`src/hdl/assert_macros.svh`:
```
// Assertion macros shared by the encoder RTL.
`ifndef ASSERT_MACROS_SVH
`define ASSERT_MACROS_SVH
`ifndef SYNTHESIS
`define R64_ASSERT(lbl, clk, rstn, prop) \
  lbl: assert property (@(posedge clk) disable iff (!rstn) prop) \
    else $error("encoder assertion failed");
`define R64_NEVER(lbl, clk, rstn, expr) \
  lbl: assert property (@(posedge clk) disable iff (!rstn) !(expr)) \
    else $error("encoder forbidden condition seen");
`else
`define R64_ASSERT(lbl, clk, rstn, prop)
`define R64_NEVER(lbl, clk, rstn, expr)
`endif
`endif

```
`src/hdl/r64enc_pkg.sv`:
```
// Types, constants and the alphabet function of the radix-64 crypt encoder.
package r64enc_pkg;

  localparam int QUEUE_DEPTH_DEF = 2;
  localparam logic [15:0] CAP_RESET = 16'd64;
  localparam logic REG_OUTPUT_CAPACITY = 1'b0;

  typedef enum logic [1:0] {
    ST_CHAR = 2'd0,
    ST_TERM = 2'd1,
    ST_OVFL = 2'd2
  } status_t;

  typedef struct packed {
    logic [23:0] word;
    logic [2:0]  nchar;
    logic        tail;
    status_t     tail_status;
  } job_t;

  typedef struct packed {
    logic full;
    logic empty;
  } q_stat_t;

  function automatic logic [7:0] crypt_char(input logic [5:0] g);
    logic [7:0] c;
    case (g) inside
      [6'd0:6'd11]: begin
        c = 8'd46 + {2'b00, g};
      end
      [6'd12:6'd37]: begin
        c = 8'd53 + {2'b00, g};
      end
      default: begin
        c = 8'd59 + {2'b00, g};
      end
    endcase
    return c;
  endfunction

endpackage

```
`src/hdl/r64enc_if.sv`:
```
// Valid/ready channel interfaces for the encoder's byte input and result output.
interface r64enc_in_if;
  logic       valid;
  logic       ready;
  logic [7:0] data_byte;
  logic       final_byte;

  modport source (output valid, output data_byte, output final_byte, input ready);
  modport sink (input valid, input data_byte, input final_byte, output ready);
endinterface

interface r64enc_out_if;
  logic       valid;
  logic       ready;
  logic [7:0] out_char;
  logic [1:0] status;
  logic       run_end;

  modport source (output valid, output out_char, output status, output run_end, input ready);
  modport sink (input valid, input out_char, input status, input run_end, output ready);
endinterface

```
`src/hdl/r64enc_front.sv`:
```
// Front end: accepts bytes, gathers groups of three and plans the results of each beat.
module r64enc_front (
  input  logic                clk,
  input  logic                rst_n,
  r64enc_in_if.sink           in_bus,
  input  logic [15:0]         capacity,
  input  r64enc_pkg::q_stat_t q_stat,
  output logic                push,
  output r64enc_pkg::job_t    job
);
  import r64enc_pkg::*;

  logic [15:0] pend_r, pend_nxt;
  logic [1:0]  count_r, count_nxt;
  logic [15:0] cw_r, cw_nxt;
  logic        drop_r, drop_nxt;

  logic        accept;
  logic        fin;
  logic        emit;
  logic [2:0]  groups;
  logic [15:0] avail;
  logic        ovf;
  logic [2:0]  k;

  assign in_bus.ready = !q_stat.full;
  assign accept = in_bus.valid && in_bus.ready;
  assign fin = in_bus.final_byte;
  assign emit = (count_r == 2'd2) || fin;

  always_comb begin
    case (count_r)
      2'd0: begin
        groups = 3'd2;
        job.word = {in_bus.data_byte, 16'h0000};
      end
      2'd1: begin
        groups = 3'd3;
        job.word = {pend_r[7:0], in_bus.data_byte, 8'h00};
      end
      default: begin
        groups = 3'd4;
        job.word = {pend_r, in_bus.data_byte};
      end
    endcase
    avail = (cw_r >= capacity) ? 16'd0 : capacity - cw_r;
    ovf = avail < {13'd0, groups};
    k = ovf ? avail[2:0] : groups;
    job.nchar = k;
    job.tail = ovf || fin;
    if (ovf || (avail == {13'd0, groups})) begin
      job.tail_status = ST_OVFL;
    end else begin
      job.tail_status = ST_TERM;
    end
  end

  assign push = accept && !drop_r && emit;

  always_comb begin
    pend_nxt = pend_r;
    count_nxt = count_r;
    cw_nxt = cw_r;
    drop_nxt = drop_r;
    if (accept) begin
      if (drop_r) begin
        if (fin) begin
          pend_nxt = 16'h0000;
          count_nxt = 2'd0;
          cw_nxt = 16'd0;
          drop_nxt = 1'b0;
        end
      end else if (emit) begin
        pend_nxt = 16'h0000;
        count_nxt = 2'd0;
        if (fin) begin
          cw_nxt = 16'd0;
        end else if (ovf) begin
          drop_nxt = 1'b1;
        end else begin
          cw_nxt = cw_r + {13'd0, k};
        end
      end else begin
        pend_nxt = {pend_r[7:0], in_bus.data_byte};
        count_nxt = count_r + 2'd1;
      end
    end
  end

  always_ff @(posedge clk) begin
    if (!rst_n) begin
      pend_r <= 16'h0000;
      count_r <= 2'd0;
      cw_r <= 16'd0;
      drop_r <= 1'b0;
    end else begin
      pend_r <= pend_nxt;
      count_r <= count_nxt;
      cw_r <= cw_nxt;
      drop_r <= drop_nxt;
    end
  end

endmodule

```
`src/hdl/r64enc_queue.sv`:
```
// Short queue of planned jobs between the front and back ends.
module r64enc_queue #(
  parameter int DEPTH = r64enc_pkg::QUEUE_DEPTH_DEF
) (
  input  logic                clk,
  input  logic                rst_n,
  input  logic                push,
  input  r64enc_pkg::job_t    push_job,
  input  logic                pop,
  output r64enc_pkg::q_stat_t q_stat,
  output r64enc_pkg::job_t    head_job
);
  import r64enc_pkg::*;

  localparam int PW = (DEPTH > 1) ? $clog2(DEPTH) : 1;
  localparam int CW = $clog2(DEPTH + 1);

  job_t          mem_r [DEPTH];
  logic [PW-1:0] wr_ptr_r, wr_ptr_nxt;
  logic [PW-1:0] rd_ptr_r, rd_ptr_nxt;
  logic [CW-1:0] count_r, count_nxt;
  logic          do_push;
  logic          do_pop;

  assign q_stat.full = (count_r == CW'(DEPTH));
  assign q_stat.empty = (count_r == '0);
  assign head_job = mem_r[rd_ptr_r];
  assign do_push = push && !q_stat.full;
  assign do_pop = pop && !q_stat.empty;

  always_comb begin
    wr_ptr_nxt = wr_ptr_r;
    rd_ptr_nxt = rd_ptr_r;
    count_nxt = count_r;
    if (do_push) begin
      wr_ptr_nxt = (wr_ptr_r == PW'(DEPTH - 1)) ? '0 : wr_ptr_r + PW'(1);
    end
    if (do_pop) begin
      rd_ptr_nxt = (rd_ptr_r == PW'(DEPTH - 1)) ? '0 : rd_ptr_r + PW'(1);
    end
    if (do_push && !do_pop) begin
      count_nxt = count_r + CW'(1);
    end else if (do_pop && !do_push) begin
      count_nxt = count_r - CW'(1);
    end
  end

  always_ff @(posedge clk) begin
    if (do_push) begin
      mem_r[wr_ptr_r] <= push_job;
    end
  end

  always_ff @(posedge clk) begin
    if (!rst_n) begin
      wr_ptr_r <= '0;
      rd_ptr_r <= '0;
      count_r <= '0;
    end else begin
      wr_ptr_r <= wr_ptr_nxt;
      rd_ptr_r <= rd_ptr_nxt;
      count_r <= count_nxt;
    end
  end

endmodule

```
`src/hdl/r64enc_back.sv`:
```
// Back end: walks each job one result a cycle into the output register while the output accepts.
module r64enc_back (
  input  logic                clk,
  input  logic                rst_n,
  input  r64enc_pkg::q_stat_t q_stat,
  input  r64enc_pkg::job_t    head_job,
  output logic                pop,
  r64enc_out_if.source        out_bus
);
  import r64enc_pkg::*;

  logic [2:0] idx_r, idx_nxt;
  logic       valid_r, valid_nxt;
  logic [7:0] char_r;
  status_t    status_r;
  logic       end_r;

  logic       load;
  logic [5:0] grp;
  logic [7:0] cur_char;
  status_t    cur_status;
  logic       cur_last;

  always_comb begin
    case (idx_r[1:0])
      2'd0: begin
        grp = head_job.word[23:18];
      end
      2'd1: begin
        grp = head_job.word[17:12];
      end
      2'd2: begin
        grp = head_job.word[11:6];
      end
      default: begin
        grp = head_job.word[5:0];
      end
    endcase
    if (idx_r < head_job.nchar) begin
      cur_char = crypt_char(grp);
      cur_status = ST_CHAR;
      cur_last = (idx_r == head_job.nchar - 3'd1) && !head_job.tail;
    end else begin
      cur_char = 8'h00;
      cur_status = head_job.tail_status;
      cur_last = 1'b1;
    end
  end

  assign load = !q_stat.empty && (!valid_r || out_bus.ready);
  assign pop = load && cur_last;

  always_comb begin
    idx_nxt = idx_r;
    valid_nxt = valid_r;
    if (load) begin
      valid_nxt = 1'b1;
      idx_nxt = cur_last ? 3'd0 : idx_r + 3'd1;
    end else if (out_bus.ready) begin
      valid_nxt = 1'b0;
    end
  end

  always_ff @(posedge clk) begin
    if (!rst_n) begin
      idx_r <= 3'd0;
      valid_r <= 1'b0;
    end else begin
      idx_r <= idx_nxt;
      valid_r <= valid_nxt;
    end
  end

  always_ff @(posedge clk) begin
    if (load) begin
      char_r <= cur_char;
      status_r <= cur_status;
      end_r <= cur_last;
    end
  end

  assign out_bus.valid = valid_r;
  assign out_bus.out_char = char_r;
  assign out_bus.status = status_r;
  assign out_bus.run_end = end_r;

endmodule

```
`src/hdl/radix64_crypt_alphabet_encoder.sv`:
```
// Radix-64 crypt alphabet encoder: top level with configuration port and assertions.
// A byte that completes a group is taken and its job pushed into the job queue; the
// back end loads its results into the output register one per cycle while the output
// accepts. Bytes are taken every cycle while the job queue has room; a group of three
// bytes gives at most four results and a final byte up to five.
// Synchronous active-low reset clears message state, queue and output valid; capacity resets to 64.
`include "assert_macros.svh"

module radix64_crypt_alphabet_encoder #(
  parameter int QUEUE_DEPTH = r64enc_pkg::QUEUE_DEPTH_DEF
) (
  input  logic         clk,
  input  logic         rst_n,
  r64enc_in_if.sink    in_bus,
  r64enc_out_if.source out_bus,
  input  logic         psel,
  input  logic         penable,
  input  logic         pwrite,
  input  logic [2:0]   paddr,
  input  logic [31:0]  pwdata,
  output logic [31:0]  prdata,
  output logic         pready
);
  import r64enc_pkg::*;

  logic [15:0] cap_r, cap_nxt;
  logic        push;
  logic        pop;
  job_t        push_job;
  job_t        head_job;
  q_stat_t     q_stat;

  assign pready = 1'b1;

  always_comb begin
    cap_nxt = cap_r;
    if (psel && penable && pwrite && (paddr[2] == REG_OUTPUT_CAPACITY)) begin
      cap_nxt = pwdata[15:0];
    end
  end

  always_ff @(posedge clk) begin
    if (!rst_n) begin
      cap_r <= CAP_RESET;
    end else begin
      cap_r <= cap_nxt;
    end
  end

  assign prdata = (paddr[2] == REG_OUTPUT_CAPACITY) ? {16'h0000, cap_r} : 32'h0000_0000;

  r64enc_front u_front (
    .clk      (clk),
    .rst_n    (rst_n),
    .in_bus   (in_bus),
    .capacity (cap_r),
    .q_stat   (q_stat),
    .push     (push),
    .job      (push_job)
  );

  r64enc_queue #(
    .DEPTH (QUEUE_DEPTH)
  ) u_queue (
    .clk      (clk),
    .rst_n    (rst_n),
    .push     (push),
    .push_job (push_job),
    .pop      (pop),
    .q_stat   (q_stat),
    .head_job (head_job)
  );

  r64enc_back u_back (
    .clk      (clk),
    .rst_n    (rst_n),
    .q_stat   (q_stat),
    .head_job (head_job),
    .pop      (pop),
    .out_bus  (out_bus)
  );

  `R64_NEVER(a_no_push_when_full, clk, rst_n, push && q_stat.full)
  `R64_ASSERT(a_push_fills_queue, clk, rst_n, push |=> !q_stat.empty)
  `R64_ASSERT(a_tail_ends_run, clk, rst_n, (out_bus.valid && (out_bus.status != ST_CHAR)) |-> (out_bus.run_end && (out_bus.out_char == 8'h00)))

endmodule
```
`src/flat_wrapper.sv`:
```
// flat-port wrapper written by rule: the top's interface ports become plain ports
module radix64_crypt_alphabet_encoder_flat import r64enc_pkg::*;
#(
  parameter int QUEUE_DEPTH = r64enc_pkg::QUEUE_DEPTH_DEF
)
  (clk, rst_n, psel, penable, pwrite, paddr, pwdata, prdata, pready, in_bus_valid, in_bus_data_byte, in_bus_final_byte, in_bus_ready, out_bus_valid, out_bus_out_char, out_bus_status, out_bus_run_end, out_bus_ready);
  r64enc_in_if in_bus_i ();
  r64enc_out_if out_bus_i ();
  input  logic clk;
  input  logic rst_n;
  input  logic psel;
  input  logic penable;
  input  logic pwrite;
  input  logic [2:0] paddr;
  input  logic [31:0] pwdata;
  output logic [31:0] prdata;
  output logic pready;
  input wire logic [$bits(in_bus_i.valid)-1:0] in_bus_valid;
  input wire logic [$bits(in_bus_i.data_byte)-1:0] in_bus_data_byte;
  input wire logic [$bits(in_bus_i.final_byte)-1:0] in_bus_final_byte;
  output wire logic [$bits(in_bus_i.ready)-1:0] in_bus_ready;
  output wire logic [$bits(out_bus_i.valid)-1:0] out_bus_valid;
  output wire logic [$bits(out_bus_i.out_char)-1:0] out_bus_out_char;
  output wire logic [$bits(out_bus_i.status)-1:0] out_bus_status;
  output wire logic [$bits(out_bus_i.run_end)-1:0] out_bus_run_end;
  input wire logic [$bits(out_bus_i.ready)-1:0] out_bus_ready;
  assign in_bus_i.valid = in_bus_valid;
  assign in_bus_i.data_byte = in_bus_data_byte;
  assign in_bus_i.final_byte = in_bus_final_byte;
  assign in_bus_ready = in_bus_i.ready;
  assign out_bus_valid = out_bus_i.valid;
  assign out_bus_out_char = out_bus_i.out_char;
  assign out_bus_status = out_bus_i.status;
  assign out_bus_run_end = out_bus_i.run_end;
  assign out_bus_i.ready = out_bus_ready;
  radix64_crypt_alphabet_encoder #(.QUEUE_DEPTH(QUEUE_DEPTH)) u_core (.clk(clk), .rst_n(rst_n), .in_bus(in_bus_i), .out_bus(out_bus_i), .psel(psel), .penable(penable), .pwrite(pwrite), .paddr(paddr), .pwdata(pwdata), .prdata(prdata), .pready(pready));
endmodule
```
`config.mk`:
```
export PLATFORM = sky130hd
export DESIGN_NAME = radix64_crypt_alphabet_encoder_flat
export DESIGN_NICKNAME = d
export VERILOG_FILES = /design/src/hdl/r64enc_pkg.sv /design/src/hdl/r64enc_if.sv /design/src/hdl/r64enc_front.sv /design/src/hdl/r64enc_queue.sv /design/src/hdl/r64enc_back.sv /design/src/hdl/radix64_crypt_alphabet_encoder.sv /design/src/flat_wrapper.sv
export VERILOG_INCLUDE_DIRS = /design/src /design/src/hdl
export SDC_FILE = /design/constraint.sdc
export NUM_CORES = 1
export LEC_CHECK = 0
export ABC_AREA = 1
export ABC_CLOCK_PERIOD_IN_PS = 5700
export BUFFER_PORTS_ARGS = -buffer_cell sky130_fd_sc_hd__buf_2
export CAP_MARGIN = 0
export CORE_ASPECT_RATIO = 1.1
export CORE_MARGIN = 5
export CORE_UTILIZATION = 50
export DETAILED_ROUTE_END_ITERATION = 6
export PLACE_DENSITY = 0.71
export SLEW_MARGIN = 20
export SYNTH_ARGS = -nofsm -noshare
export SYNTH_HDL_FRONTEND = slang
export SYNTH_SLANG_ARGS = --single-unit
```
`constraint.sdc`:
```
create_clock -name clk -period 5.7 [get_ports clk]
set_clock_uncertainty 0.2 [all_clocks]
set_input_delay 0.285 -clock clk [delete_from_list [all_inputs] [get_ports clk]]
set_output_delay 0.285 -clock clk [all_outputs]
set_load 0.1 [all_outputs]
```
==> Word-level counts from Yosys, hierarchy flattened <==
Memories as Yosys holds them, arrays and structs flattened. A register that Yosys moved wholly into a read port is not among the register bits.
Cells that the tools add are included.
{ "totals": {"regBits": 70, "ram_bits": 60, "inputBits": 51, "out_inout_bits": 46, "elab_cells": 113, "mem_count": 1} }
{ "memory_table": {"columns": ["memory", "words", "word_bits", "read_ports", "rd_ports_with_merged_regs", "wr", "line_no", "text"], "rows": [
  ["u_core.u_queue.mem_r", 2, 30, 1, 1, 1, "r64enc_queue.sv:18", "job_t mem_r [DEPTH];"]
]} }
{ "op_classes": {"add_sub_neg": 12, "order_cmp": 7, "eq_ne": 9, "n_mux": 36, "n_bitwise": 1, "n_reduce_logical": 34} }
{ "op_table": {"columns": ["op", "count"], "rows": [
  ["16-bit 2-to-1 mux", 9],
  ["24-bit one-hot mux with 2 select lines", 1],
  ["6-bit by 6-bit adder with 7-bit output (first input constant)", 3],
  ["6-bit one-hot mux with 3 select lines", 1],
  ["16-bit by 3-bit adder with 16-bit output", 1],
  ["16-bit by 3-bit == test with 1-bit output", 1],
  ["16-bit greater-or-equal comparator", 1],
  ["16-bit by 3-bit < comparator with 1-bit output", 1],
  ["16-bit subtractor", 1],
  ["1-bit logical AND", 15],
  ["1-bit 2-to-1 mux", 14],
  ["7-bit 2-to-1 mux", 2],
  ["2-bit 2-to-1 mux", 6],
  ["1-bit logical NOT", 7],
  ["2-bit == test (second input constant)", 3],
  ["6-bit by 1-bit greater-or-equal comparator with 1-bit output (second input constant)", 1],
  ["6-bit by 4-bit greater-or-equal comparator with 1-bit output (second input constant)", 1],
  ["6-bit by 4-bit <= comparator with 1-bit output (second input constant)", 1],
  ["6-bit <= comparator (second input constant)", 1],
  ["2-bit logical NOT", 3],
  ["3-bit 2-to-1 mux", 2],
  ["3-bit one-hot mux with 2 select lines", 1],
  ["2-bit nonzero test", 3],
  ["2-bit by 1-bit adder with 2-bit output (second input constant)", 2],
  ["13 further kinds", 18]
]} }

==> Logic depth before layout (Yosys ltp) <==
Gate-level depths: netlist (run 1).
{ "depth": {"ltp_word": 10, "mapped_depth": 37, "depth_no_buf": 37} }

==> Modules after synthesis <==
From an unflattened synthesis (run 1), not the netlist that was laid out.
{ "unflattened": {"hier_cells": 1051, "area_unflattened_um2": 8206.6} }
{ "by_module_without_submodules": {"columns": ["module", "instances", "cells_each", "area_per_inst_um2", "seq_area_each_um2"], "rows": [
  ["r64enc_front", 1, 588, 3410.8, 700.7],
  ["r64enc_queue", 1, 131, 2409.8, 1901.8],
  ["r64enc_back", 1, 173, 1333.8, 380.4],
  ["radix64_crypt_alphabet_encoder", 1, 159, 1052.3, 320.3]
]} }

==> Least setup slack after synthesis (run 1) <==
Ideal clock, no wire load.
{ "synth_timing": {"path_kind": "register to register", "startpoint": "reg u_core.cap_r[0]", "endpoint": "reg u_core.u_front.cw_r[12]", "setup_ns": 0.064, "arrival_time_ns": 4.368, "t_required_ns": 5.436, "slack_ns": 1.068, "stages_incl_launch_ff": 37, "path_buffers": 0, "period_less_slack_ns": 4.632, "cell_sequence": "dfxtp_1 > inv_1 > ha_1 > fa_1 > inv_1 > nand3_1 > nand2_1 > nand2_1 > nand2_1 > nand2_1 > nand2_1 > nand2_1 > inv_2 > o21ai_0 > a21oi_1 > ha_1 > inv_1 > o21bai_1 > a21oi_2 > nand2_1 > o21ai_0 > ha_1 > inv_1 > fa_1 > inv_1 > nand3_1 > nand2_1 > nand2_1 > nor2_1 > nand3_1 > nor2_1 > inv_1 > o21ai_0 > nand3_1 > nand3_1 > nand2_1 > nor2_1"} }
{ "synth_rtl": {"columns": ["element", "line_no", "text"], "rows": [
  ["start: declaration", "radix64_crypt_alphabet_encoder.sv:26", "logic [15:0] cap_r, cap_nxt;"],
  ["start signal: assignment", "radix64_crypt_alphabet_encoder.sv:46", "cap_r <= cap_nxt;"],
  ["end signal: assignment", "r64enc_front.sv:99", "cw_r <= cw_nxt;"],
  ["end: declaration", "r64enc_front.sv:15", "logic [15:0] cw_r, cw_nxt;"]
]} }

==> results.py, run 1 <==
metrics = {
    "place": {
        "pre_cts_slack_ns": 0.320,
        "placed_area_sq_mm": 0.00786,
        "portBuffers": 60,
        "dp_hpwl_um": 12800,
        "gp_congestion": 0.885,
    },
    "cells_and_area": {
        "register_area_sq_mm": 0.00330,
        "multi_input_area_sq_mm": 0.00343,
        "syn2layout_area_growth_pct": 16.6,
        "fillers": 1316,
        "drive_gt1_frac": 0.123,
        "nets": 1129,
        "final_area_sq_mm": 0.00872,
    },
    "clock_network": {
        "cts_tree": "built",
        "clkLatencyLatePin_ns": 0.42,
        "htreeDepth": 4,
        "cts_max_path_buffers": 2,
        "clk_pin_slew_ns": 0.06,
        "cts_sinks": 130,
        "clockRootBuffer": "clkbuf_16",
        "cts-buffers-inserted": 17,
    },
    "yosys": {
        "synth_area_leaders": "edfxtp_1, dfxtp_1, nand2_1",
        "synth_edf_count": 70,
        "synth_top_area_frac": 0.281,
        "synth_cell_type_count": 42,
        "syn_inst": 962,
        "syn_area_per_cell_sq_um": 7.77,
        "synth_top_cells_by_count": "nand2_1, inv_1, nor2_1",
        "synth_fa_ha_area_frac": 0.0716,
        "synth_top_family_by_area": "simple AND/OR/NAND/NOR gates",
        "ys_seq_elements": 130,
        "yosys_warnings": 0,
        "synth_seq_area_share": 0.442,
        "synth-compound-area-share": 0.139,
        "yosys.area_share.simple": 0.218,
        "synthFlopType": "edfxtp_1",
        "synth_mux_area_frac": 0.00268,
        "yosysMostFrequentCell": "nand2_1",
        "synth_xor_area_frac": 0.0141,
        "synth_top_area_cell": "edfxtp_1",
        "synthArstFlopShare": 0,
        "syn-cell-area_sq_mm": 0.00748,
    },
    "setup_path": {
        "max_stage_delay_ns": 0.37,
        "cpMostUsedCell": "nand2_1",
        "path_max_fanout": 8,
        "start_kind": "flop",
        "end_kind": "flop",
        "required_ns": 5.86,
        "cp_slowest_cell": "fa_1",
        "arrival_ns": 5.26,
        "critPathKind": "reg2reg",
    },
    "drt": {
        "routedWlPerCell_um": 14.1,
        "drt-pass1-iter-count": 5,
        "drt-total-wl_um": 17500,
        "drtIter0Drc": 398,
        "viasPerCell": 5.14,
        "met3WireLength_um": 778,
        "top_layer": "met4",
        "vias": 6378,
        "ant_nets": 0,
        "routed-wl-met2_um": 9110,
        "drt-met1-wl_um": 7420,
        "post-route-drc-count": 0,
    },
    "floorplan": {
        "core_area_sq_mm": 0.0146,
        "die_w_um": 127,
        "pin_count": 97,
        "start_util": 0.514,
        "die_area_sq_mm": 0.0175,
        "row_count": 46,
        "die_h_um": 138,
    },
    "sta": {
        "tns_ns": 0,
        "relSlewSlack": 0.355,
        "maxSlewViolCount": 0,
        "period_needed_ns": 5.10,
        "hold_viol_final": 0,
        "rsz0062_at_grt": "false",
        "clock.fmax_ghz": 0.196,
        "setup_viol": 0,
        "worstMarginPinSlew_ns": 0.963,
        "timing.final.ws_setup_ns": 0.596,
        "post-route-period-util": 0.895,
    },
    "grt": {
        "grt_max_degree": 38,
        "antenna_found_initial": 0,
        "grt_usage": 0.201,
        "grt_pass1_wl_um": 28700,
        "grt_pass1_vias": 6132,
        "gr-total-overflow": 0,
    },
    "min_path": {
        "holdCritPathClass": "in2reg",
    },
    "outcome": {
        "status": "complete, no violations",
    },
    "pwr": {
        "leakage_nw": 3.97,
        "power_mw": 4.95,
        "cellPowerDensity_mw_per_mm2": 568,
        "max-vdd-ir-drop_uv": 244,
    },
    "job": {
        "max_cap_violations": 0,
    },
}
power breakdown:
group / internal [mW] / switching [mW]
Sequential: 1.29 / 0.0827
Clock: 0.726 / 0.410
Combinational: 0.747 / 1.70
Total: 2.76 / 2.19
layout make-up:
cell class / instances / share of cell area
tap: 192 / 0.0276
timing repair buffer: 89 / 0.0654
inverter: 148 / 0.0637
multi-input combinational: 651 / 0.394
sequential: 130 / 0.379
antenna: 1 / 0.000287
clock inverter: 14 / 0.0215
clock buffer: 17 / 0.0488
per-layer routing:
layer / GRT usage / up-vias
li1: - / 3282
met1: 0.228 / 2934
met2: 0.371 / 142
met3: 0.0501 / 20
met4: 0.0582 / 0
met5: 0 / -
critical path: cells and delay by family, from the launching register on:
| kind | cells | cell delay, ns |
|---|---|---|
| AOI/OAI and AO/OA | 6 | 0.89 |
| adders and majority gates | 4 | 1.16 |
| buffers and inverters | 5 | 0.47 |
| DFF | 1 | 0.31 |
| and+or+nand+nor | 19 | 2.00 |
metrics by stage:
stage	util	std cells	hold slack (ns)
floorplan	-	978	0.215
global placement	0.540	1188	0.254
detailed placement	0.540	1188	0.260
CTS	0.596	1240	0.00615
global route	0.599	1241	0.00964
finish	0.599	1242	0.0132
worst paths after layout:
check	cells past startpoint	slack, ns	from	to
setup / recovery	34	0.60	u_core.cap_r[0]	u_core.u_front.cw_r[15]
hold / removal	3	0.01	in_bus_data_byte[2]	u_core.u_front.pend_r[2]
setup reg to reg	34	0.60	u_core.cap_r[0]	u_core.u_front.cw_r[15]
hold reg to reg	2	0.27	u_core.u_front.pend_r[8]	u_core.u_front.pend_r[8]
repair_timing:
action / in CTS / in global routing
setup buffers: 0 / 1
resized for setup: 0 / 8
endpoints found under the hold margin: 21 / 0
endpoints found under the setup margin: 0 / 6
hold buffers: 21 / 0
kinds of logic after synthesis:
kind of cell | after synthesis
simple gates | 397
buf+inv | 197
compound gates | 181
flops | 130
fa+ha+maj | 41
xor+xnor | 12
other cells | 2
mux | 2
registers in the layout, summed over array words and instances (netlist names), 2 cells and up, named ones only:
name,flops
u_core.u_back.out_bus.status,2
u_core.cap_r,16
u_core.u_queue.mem_r,60
u_core.u_back.out_bus.out_char,7
u_core.u_front.pend_r,16
u_core.u_front.cw_r,16
u_core.u_queue.count_r,2
u_core.u_back.idx_r,3
u_core.u_front.count_r,2
cell usage in the layout (no fill, tap or decap), types with 9 or more instances in the layout:
cell type / instances
a211oi_1: 13
a21oi_1: 73
a221oi_1: 9
buf_2: 60
clkbuf_16: 17
conb_1: 18
dfxtp_1: 60
dlygate4sd3_1: 21
edfxtp_1: 70
ha_1: 36
inv_1: 140
nand2_1: 214
nand3_1: 59
nor2_1: 90
nor3_1: 9
o21ai_0: 56
No activity file was read; power rests on OpenSTA's default activity.
==> run 2: changes to the inputs <==
- ABC_CLOCK_PERIOD_IN_PS: 5700 -> 4340
- PLACE_DENSITY: 0.71 -> 0.73
- clock period: 5.7 -> 4.34 ns (I/O delays scaled with it)
==> run 2 against run 1 <==
Highest routed layer unchanged. Count of clock-buffer cells in the layout unchanged. Critical path depth up 2. Final area up 15%. Global-route usage up 2.1 points. Cell count up 10%. Hold slack better by 0.12 ns. The flow now finishes with violations (negative setup slack). Wire length up 14%.
==> results.py, run 2 (synthesized netlist as in run 1, its figures left out) <==
metrics = {
    "pwr": {
        "pwr-share-seq": 0.241,
        "p_switching_mw": 3.27,
        "power.share.combinational": 0.577,
        "power_mw": 7.44,
        "leakage_nw": 4.61,
        "cellPowerDensity_mw_per_mm2": 744,
        "clkPwrFrac": 0.182,
        "max-vdd-ir-drop_uv": 406,
        "intPower_mw": 4.17,
        "swShare": 0.439,
    },
    "grt": {
        "grt_max_degree": 38,
        "grt_pass1_wl_um": 32000,
        "grt_pass1_vias": 6886,
        "grt_usage": 0.223,
        "gr-total-overflow": 0,
        "antenna_found_initial": 0,
    },
    "clock_network": {
        "htreeDepth": 4,
        "cts_tree": "built",
        "cts_max_path_buffers": 2,
        "clkLatencyLatePin_ns": 0.42,
        "clockRootBuffer": "clkbuf_16",
        "clk_pin_slew_ns": 0.06,
        "cts-buffers-inserted": 17,
        "cts_sinks": 130,
    },
    "sta": {
        "worstMarginPinSlew_ns": 0.772,
        "setup_viol": 11,
        "maxSlewViolCount": 0,
        "hold_viol_final": 0,
        "post-route-period-util": 1.08,
        "timing.final.ws_setup_ns": -0.362,
        "clock.fmax_ghz": 0.213,
        "rsz0062_at_grt": "true",
        "relSlewSlack": 0.485,
        "period_needed_ns": 4.70,
    },
    "setup_path": {
        "cpMostUsedCell": "nand2_2",
        "required_ns": 4.50,
        "ff2ff_setup_slack_ns": -0.36,
        "path_max_fanout": 6,
        "rr_endpoint": "u_core.u_front.cw_r[12]",
        "end_kind": "flop",
        "critPathBufInv": 7,
        "reg2regPathDepth": 36,
        "start_kind": "flop",
        "critPathKind": "reg2reg",
        "timing.rr.start": "u_core.cap_r[0]",
        "max_stage_delay_ns": 0.35,
        "cp_slowest_cell": "fa_2",
        "critical_path.top_delay_family": "simple AND/OR/NAND/NOR gates",
        "arrival_ns": 4.86,
    },
    "cells_and_area": {
        "layout_common_cells": "nand2_1, inv_1, buf_4, nor2_1, edfxtp_1",
        "syn2layout_area_growth_pct": 33.6,
        "final_core_util": 0.686,
        "regMostFlops": "u_core.u_queue.mem_r",
        "nets": 1259,
        "largest_reg_flops": 60,
        "layout.cells.most_common": "nand2_1",
        "insertedDiodeCount": 0,
        "drive_gt1_frac": 0.265,
    },
    "outcome": {
        "status": "finished with violations",
        "violations": "negative setup slack",
    },
    "drt": {
        "ant_nets": 0,
        "routedWlPerCell_um": 14.6,
        "viasPerCell": 5.17,
        "post-route-drc-count": 0,
        "drt-total-wl_um": 20000,
        "drtIter0Drc": 371,
        "vias": 7097,
        "drt-pass1-iter-count": 5,
    },
    "place": {
        "gp_congestion": 0.895,
        "portBuffers": 60,
        "dp_hpwl_um": 13300,
        "pre_cts_slack_ns": -0.239,
    },
    "floorplan": {
        "die_h_um": 138,
        "row_count": 46,
        "start_util": 0.514,
        "die_area_sq_mm": 0.0175,
        "pin_count": 97,
        "die_w_um": 127,
        "core_area_sq_mm": 0.0146,
    },
    "min_path": {
        "hold_end": "u_core.u_front.cw_r[11]",
        "holdCritPathClass": "in2reg",
        "hold_depth": 3,
        "hp-start": "rst_n",
    },
    "job": {
        "max_cap_violations": 0,
    },
}
run 2: cell count changes in the layout (fill, tap and decap cells not counted), moves of 8 or more:
cell	previous run	this run
buf_4	8	128
nand2_1	214	199
ha_1	36	24
nand2_2	6	18
ha_4	0	11
inv_1	140	130
inv_2	7	17
dlygate4sd3_1	21	29
run 2: what timing repair did:
action | CTS | global route
pin swaps | 24 | 30
hold buffers | 29 | 0
setup endpoints to repair | 10 | 15
gates cloned | 0 | 0
resized for setup | 39 | 37
endpoints found under the hold margin | 36 | 0
setup buffers | 19 | 16
run 2: power groups by stage:
stage          Sequential (mW)  Combinational (mW)  Clock, mW
2_1_floorplan             2.20                2.15          0
3_5_place_dp              1.81                3.63          0
6_report                  1.79                4.29       1.35
3_3_place_gp              1.80                3.55          0
5_1_grt                   1.82                4.72       1.42
4_1_cts                   1.79                3.92       1.37
run 2: worst max-delay path by stage:
stage | slack (ns) | startpoint | depth (start not counted) | end
after floorplan | -0.05 | u_core.cap_r[0] | 36 | u_core.u_front.cw_r[12]
after global placement | -0.17 | u_core.cap_r[0] | 36 | u_core.u_front.cw_r[12]
after detailed placement | -0.24 | u_core.cap_r[0] | 36 | u_core.u_front.cw_r[12]
after CTS | -0.00008 | u_core.cap_r[0] | 36 | u_core.u_front.cw_r[12]
after global routing | -0.72 | u_core.u_front.cw_r[5] | 34 | u_core.u_front.cw_r[12]
final | -0.36 | u_core.cap_r[0] | 36 | u_core.u_front.cw_r[12]
run 2: final cells by class:
type / count / area (sq um)
Clock buffer: 17 / 425
Timing Repair Buffer: 219 / 1570
Fill cell: 1096 / 4570
Clock inverter: 15 / 134
Tap cell: 192 / 240
Inverter: 148 / 556
Multi-Input combinational cell: 651 / 3750
Sequential cell: 130 / 3310
run 2: metal layers:
| layer | global-route usage | share of wire |
|---|---|---|
| met1 | 0.244 | 0.39 |
| met2 | 0.397 | 0.52 |
| met3 | 0.0516 | 0.046 |
| met4 | 0.114 | 0.047 |
| met5 | 0 | 0 |
run 2: worst register-to-register path: cells and delay by family (launching register included):
family	cells	cell delay, ns
and+or+nand+nor	19	1.76
adders and majority gates	4	1.14
AOI/OAI and AO/OA	6	0.69
buffers and inverters	7	0.52
DFF	1	0.32
run 2: stage by stage:
| step | instance area (sq um) | TNS, ns | hold slack (ns) | std cells |
|---|---|---|---|---|
| global route | 9990 | -7.57 | 0.169 | 1372 |
| detailed placement | 8560 | -1.32 | 0.238 | 1276 |
| CTS | 9730 | -0.0000764 | 0.124 | 1356 |
| global placement | 8560 | -0.754 | 0.235 | 1276 |
| finish | 9990 | -2.75 | 0.138 | 1372 |
| floorplan | 7570 | -0.0520 | 0.147 | 978 |
